### src/rtl/bpsa_pkg.sv
// Package for the battery pack status aggregator.
// Field widths, fixed-point constants, sequencer state and store entry types.
// No dependencies.
package bpsa_pkg;

   localparam int FIELD_W   = 20;
   localparam int IN_CUR_W  = 21;
   localparam int VOLT_W    = 16;
   localparam int SUM_W     = 24;
   localparam int CUR_W     = 25;
   localparam int RATE_W    = 24;
   localparam int FRAC_W    = 16;
   localparam int RATE_NUM_W = FIELD_W + FRAC_W;
   localparam int PROD_W    = FIELD_W + RATE_W;
   localparam int CE_W      = PROD_W - FRAC_W;
   localparam int POW_W     = CE_W + VOLT_W;

   localparam logic [RATE_W-1:0] RATE_MAX = {RATE_W{1'b1}};
   localparam logic [SUM_W-1:0]  SUM_MAX  = {SUM_W{1'b1}};
   localparam logic [VOLT_W-1:0] VOLT_MAX = {VOLT_W{1'b1}};

   typedef enum logic [10:0] {
      ST_IDLE  = 11'b000_0000_0001,
      ST_DIVC  = 11'b000_0000_0010,
      ST_DIVD  = 11'b000_0000_0100,
      ST_UPD   = 11'b000_0000_1000,
      ST_WRD   = 11'b000_0001_0000,
      ST_WM1   = 11'b000_0010_0000,
      ST_WM2   = 11'b000_0100_0000,
      ST_WACC  = 11'b000_1000_0000,
      ST_VDIV  = 11'b001_0000_0000,
      ST_VWAIT = 11'b010_0000_0000,
      ST_FIN   = 11'b100_0000_0000
   } state_type;

   typedef struct packed {
      logic [FIELD_W-1:0] room;
      logic [FIELD_W-1:0] charge;
      logic [VOLT_W-1:0]  volt;
   } entry_type;

endpackage

### src/rtl/bpsa_div.sv
// Bit-serial restoring divider, one quotient bit per cycle.
// Numerator is MSB aligned; quotient kept to 24 bits with an overflow flag.
// Depends on bpsa_pkg.
module bpsa_div #(
   parameter int NUMW = 49,
   parameter int DENW = 33,
   parameter int ITW  = 6
) (
   input  logic                         clock,
   input  logic                         reset,
   input  logic                         start,
   input  logic [NUMW-1:0]              num,
   input  logic [DENW-1:0]              den,
   input  logic [ITW-1:0]               iters,
   output logic                         busy,
   output logic                         done,
   output logic [bpsa_pkg::RATE_W-1:0]  quot,
   output logic                         sat
);
   import bpsa_pkg::*;

   logic [NUMW-1:0]   num_ff;
   logic [DENW-1:0]   den_ff;
   logic [DENW-1:0]   rem_ff;
   logic [DENW-1:0]   rem_in;
   logic [RATE_W-1:0] quot_ff;
   logic              sat_ff;
   logic [ITW-1:0]    cnt_ff;
   logic              busy_ff;
   logic              done_ff;
   logic [DENW:0]     trial;
   logic [DENW:0]     diff;
   logic              ge;

   assign trial  = {rem_ff, num_ff[NUMW-1]};
   assign diff   = trial - {1'b0, den_ff};
   assign ge     = trial >= {1'b0, den_ff};
   assign rem_in = ge ? diff[DENW-1:0] : trial[DENW-1:0];

   always_ff @(posedge clock) begin
      if (reset) begin
         busy_ff <= 1'b0;
         done_ff <= 1'b0;
         cnt_ff  <= '0;
      end else begin
         done_ff <= 1'b0;
         if (start) begin
            busy_ff <= 1'b1;
            cnt_ff  <= iters;
         end else if (busy_ff) begin
            cnt_ff <= cnt_ff - 1'b1;
            if (cnt_ff == ITW'(1)) begin
               busy_ff <= 1'b0;
               done_ff <= 1'b1;
            end
         end
      end
   end

   always_ff @(posedge clock) begin
      if (start) begin
         num_ff  <= num;
         den_ff  <= den;
         rem_ff  <= '0;
         quot_ff <= '0;
         sat_ff  <= 1'b0;
      end else if (busy_ff) begin
         num_ff  <= {num_ff[NUMW-2:0], 1'b0};
         rem_ff  <= rem_in;
         quot_ff <= {quot_ff[RATE_W-2:0], ge};
         sat_ff  <= sat_ff | quot_ff[RATE_W-1];
      end
   end

   assign busy = busy_ff;
   assign done = done_ff;
   assign quot = quot_ff;
   assign sat  = sat_ff;

endmodule

### config.mk
export PLATFORM = sky130hd
export DESIGN_NAME = bpsa_div
export DESIGN_NICKNAME = d
export VERILOG_FILES = /design/src/rtl/bpsa_pkg.sv /design/src/rtl/bpsa_div.sv
export SDC_FILE = /design/constraint.sdc
export NUM_CORES = 1
export LEC_CHECK = 0
export ABC_AREA = 0
export BUFFER_PORTS_ARGS = -buffer_cell sky130_fd_sc_hd__buf_2
export CAP_MARGIN = 30
export CORE_MARGIN = 8
export CORE_UTILIZATION = 26
export CTS_CLUSTER_DIAMETER = 50
export DETAILED_ROUTE_END_ITERATION = 8
export PLACE_DENSITY = 0.4
export SYNTH_ARGS = -nofsm -noshare
export SYNTH_HDL_FRONTEND = slang
export SYNTH_SLANG_ARGS = --single-unit
### constraint.sdc
create_clock -name clock -period 3.25 [get_ports clock]
set_clock_uncertainty 0.05 [all_clocks]
set_input_delay 0.65 -clock clock [delete_from_list [all_inputs] [get_ports clock]]
set_output_delay 0.65 -clock clock [all_outputs]
set_load 0.05 [all_outputs]
==> run summary <==
drt drc: 0
I/O pins: 118
Worst Min Path Start: den[2]
setup TNS: 0 ns
Clk pwr share: 40.9%
cts bufs inserted: 17
WL/cell: 15.9 um
global-route wire length before repair: 31.3 mm
Worst Setup Start Kind: register
Synth Register Bits: 148
Pins Over Slew Limit: 0
Int Pwr: 3540 uW
Final Util: 31.7%
Die X: 188 um
sw power: 1400 uW
CTS sink cnt: 148
post-synthesis async set-or-reset flop share: 0%
routed wire length: 19.5 mm
gate count after technology mapping: 711
slowest stage cell, crit path: fa_1
top_reg_cell synth: edfxtp_1
WP data required: 3.55 ns
fmax: 336 MHz
FP Rows: 63
depth of the most critical reg-to-reg path: 12
vias per cell: 4.55
sequential share of power: 44.2%
most frequent cells in the layout: buf_2 (116), edfxtp_1 (82), nor2_1 (77), dfxtp_1 (65), mux2_2 (48)
Max VDD drop: 0.346 mV
Worst Hold Class: in2reg
Power Density: 529 mW/mm^2
Buffers on Ports: 117
Initial DRC Count: 258
routability cong.: 0.758
CTS clk-pin slew, worst paths: 0.07 ns
vias in the first global route: 5,766
status: completed
part of the cycle the worst path needs: 91.6%
Distinct cells, synth: 68
final setup violation count: 0
Core ar.: 0.0294 mm^2
via count of the routed design: 5,597
worst reg-to-reg setup slack: 0.27 ns
Post-DRT Antenna Nets: 0
most used cell, CP: inv_1
final hold vios: 0
sequential share of the synthesized area: 49.1%
Synth Net Count: 838
delay-heaviest family, CP: compound AO/OA/AOI/OAI gates
Post-DP HPWL: 13.6 mm
end point of the worst hold path: den_ff[2]
Tot GR Track Use: 11.1%
r2r startpoint: num_ff[48]
pin count of the biggest net entering global routing: 117
Layout area overhead: 21.0%
Buf/Inv on CP: 2
critical setup path kind: reg2reg
Min-Delay Path Depth: 1
CTS Root Cell: clkbuf_16
Syn. warnings: 0
critical path data arrival time: 3.27 ns
die area: 0.0354 mm^2
crit path cell chain: inv_1 -> ha_1 -> inv_1 -> fa_1 -> a211oi_2 -> nor2_2 -> a31oi_4 -> a2111oi_2 -> nand3b_2 -> a21o_2 -> mux2i_1 -> a211oi_1
max_slew headroom: 47.2%
initial antenna violation count: 7
maximum single-stage delay on the critical path: 0.43 ns
H-tree level count: 4
RSZ-0062 raised after global routing: false
crit path from: num_ff[48]
r2r endpoint: rem_ff[6]
share of cells above drive strength 1: 28.2%
total grt overflow: 0
Worst setup EP type: register
Nets: 951
fin crit period: 2.98 ns
CTS tree: built
Post-synth EDFFs: 82
Synth Cell Area: 0.00771 mm^2
Net Sw Frac: 28.3%
worst skew pair latency: 0.43 ns
chip height: 188 um
Least-Margin Pin Slew: 0.792 ns
commonest non-fill, non-tap cell in the layout: buf_2
Leakage: 0.00380 uW
clock tree buffer depth: 2
Avg Cell Area, Syn: 10.8 um^2
Max Cap Violations: 0
Comb pwr share: 14.9%
worst-path fanout max: 14
initial core utilization: 26.2%
Pre-antenna DRT Iters: 4
registers in the layout, summed over array words and instances, names as in the netlist:
name / cells
num_ff: 49
den_ff: 33
rem_ff: 33
quot: 24
cnt_ff: 6
busy: 1
done: 1
sat: 1
what timing repair did:
item,4_1_cts,5_1_grt
setup endpoints to repair,0,20
hold endpoints to repair,0,0
setup buffers,0,0
hold buffers,0,0
resized for setup,0,1
routing by layer:
| metal | GRT usage, % | wire length, um | share of wire (%) |
|---|---|---|---|
| met1 | 13.7 | 9160 | 47 |
| met4 | 3.27 | 239 | 1.2 |
| met2 | 17.4 | 8820 | 45 |
| met5 | 0 | 73 | 0.37 |
| met3 | 4.53 | 1210 | 6.2 |
area by class of cell:
type / instances / area, um^2
antenna: 2 / 5.00
clock buffer: 17 / 425
clock inverter: 15 / 160
fill: 3079 / 20100
inverter: 41 / 154
multi-input combinational: 486 / 3610
sequential: 148 / 3790
tap: 390 / 488
timing repair buffer: 130 / 702
power groups by stage:
stage                     Clock [uW]  Combinational (uW)  Sequential, uW
after CTS                       2100                 749            2190
final                           2020                 736            2190
after detailed placement           0                 746            2230
after global placement             0                 753            2230
after global routing            2180                 827            2200
after floorplan                    0                 537            2210
cells in the mapped netlist (4+ instances only):
master,n,area [um^2]
nor3b_1,6,45.0
nand3_1,9,45.0
nand2_1,41,154
o31ai_1,4,30.0
dfxtp_1,66,1320
a32oi_1,6,52.6
o21ai_0,17,85.1
a21o_1,16,120
a211oi_1,24,180
mux2i_1,41,410
edfxtp_1,82,2460
nand4_1,5,31.3
ha_1,35,438
xnor2_1,16,140
xor2_1,17,149
nor4_1,5,31.3
nor3_1,7,35.0
mux2_2,48,541
inv_1,41,154
a31oi_1,4,25.0
buf_2,4,20.0
clkbuf_1,22,82.6
buf_1,8,30.0
nor2_1,77,289
a21oi_1,42,210
worst max-delay path by stage:
stage                       endpoint  slack, ns  cells after the start
after floorplan           rem_ff[17]       0.37                     14
after global placement    rem_ff[11]       0.18                     12
after detailed placement  rem_ff[11]        0.1                     12
after CTS                 rem_ff[11]       0.09                     12
after global routing      rem_ff[11]       0.04                     12
final                      rem_ff[6]       0.27                     12
kinds of logic (layout without fill, tap and decap cells):
logic type / Yosys count / after routing / share of synthesized area, %
muxes: 89 / 89 / 12.3
xor gates and xnor gates: 33 / 33 / 3.75
AOI/OAI and AO/OA: 151 / 152 / 13.7
buffers and inverters: 78 / 203 / 4.38
adders and majority gates: 36 / 36 / 5.94
and+or+nand+nor: 176 / 176 / 10.9
other: 0 / 2 / 0
DFF: 148 / 148 / 49.1
stage by stage:
| step | total power, uW | cell area (um^2) | setup WS, ns | hold WS (ns) | instances |
|---|---|---|---|---|---|
| global placement | 2980 | 8720 | 0.177 | 0.400 | 1194 |
| global route | 5210 | 9330 | 0.0353 | 0.309 | 1227 |
| floorplan | 2750 | 7710 | 0.372 | 0.400 | 711 |
| CTS | 5040 | 9310 | 0.0864 | 0.309 | 1226 |
| detailed placement | 2970 | 8720 | 0.0954 | 0.409 | 1194 |
| finish | 4940 | 9330 | 0.274 | 0.337 | 1229 |
Note: power is estimated with default switching activity, not from simulation.
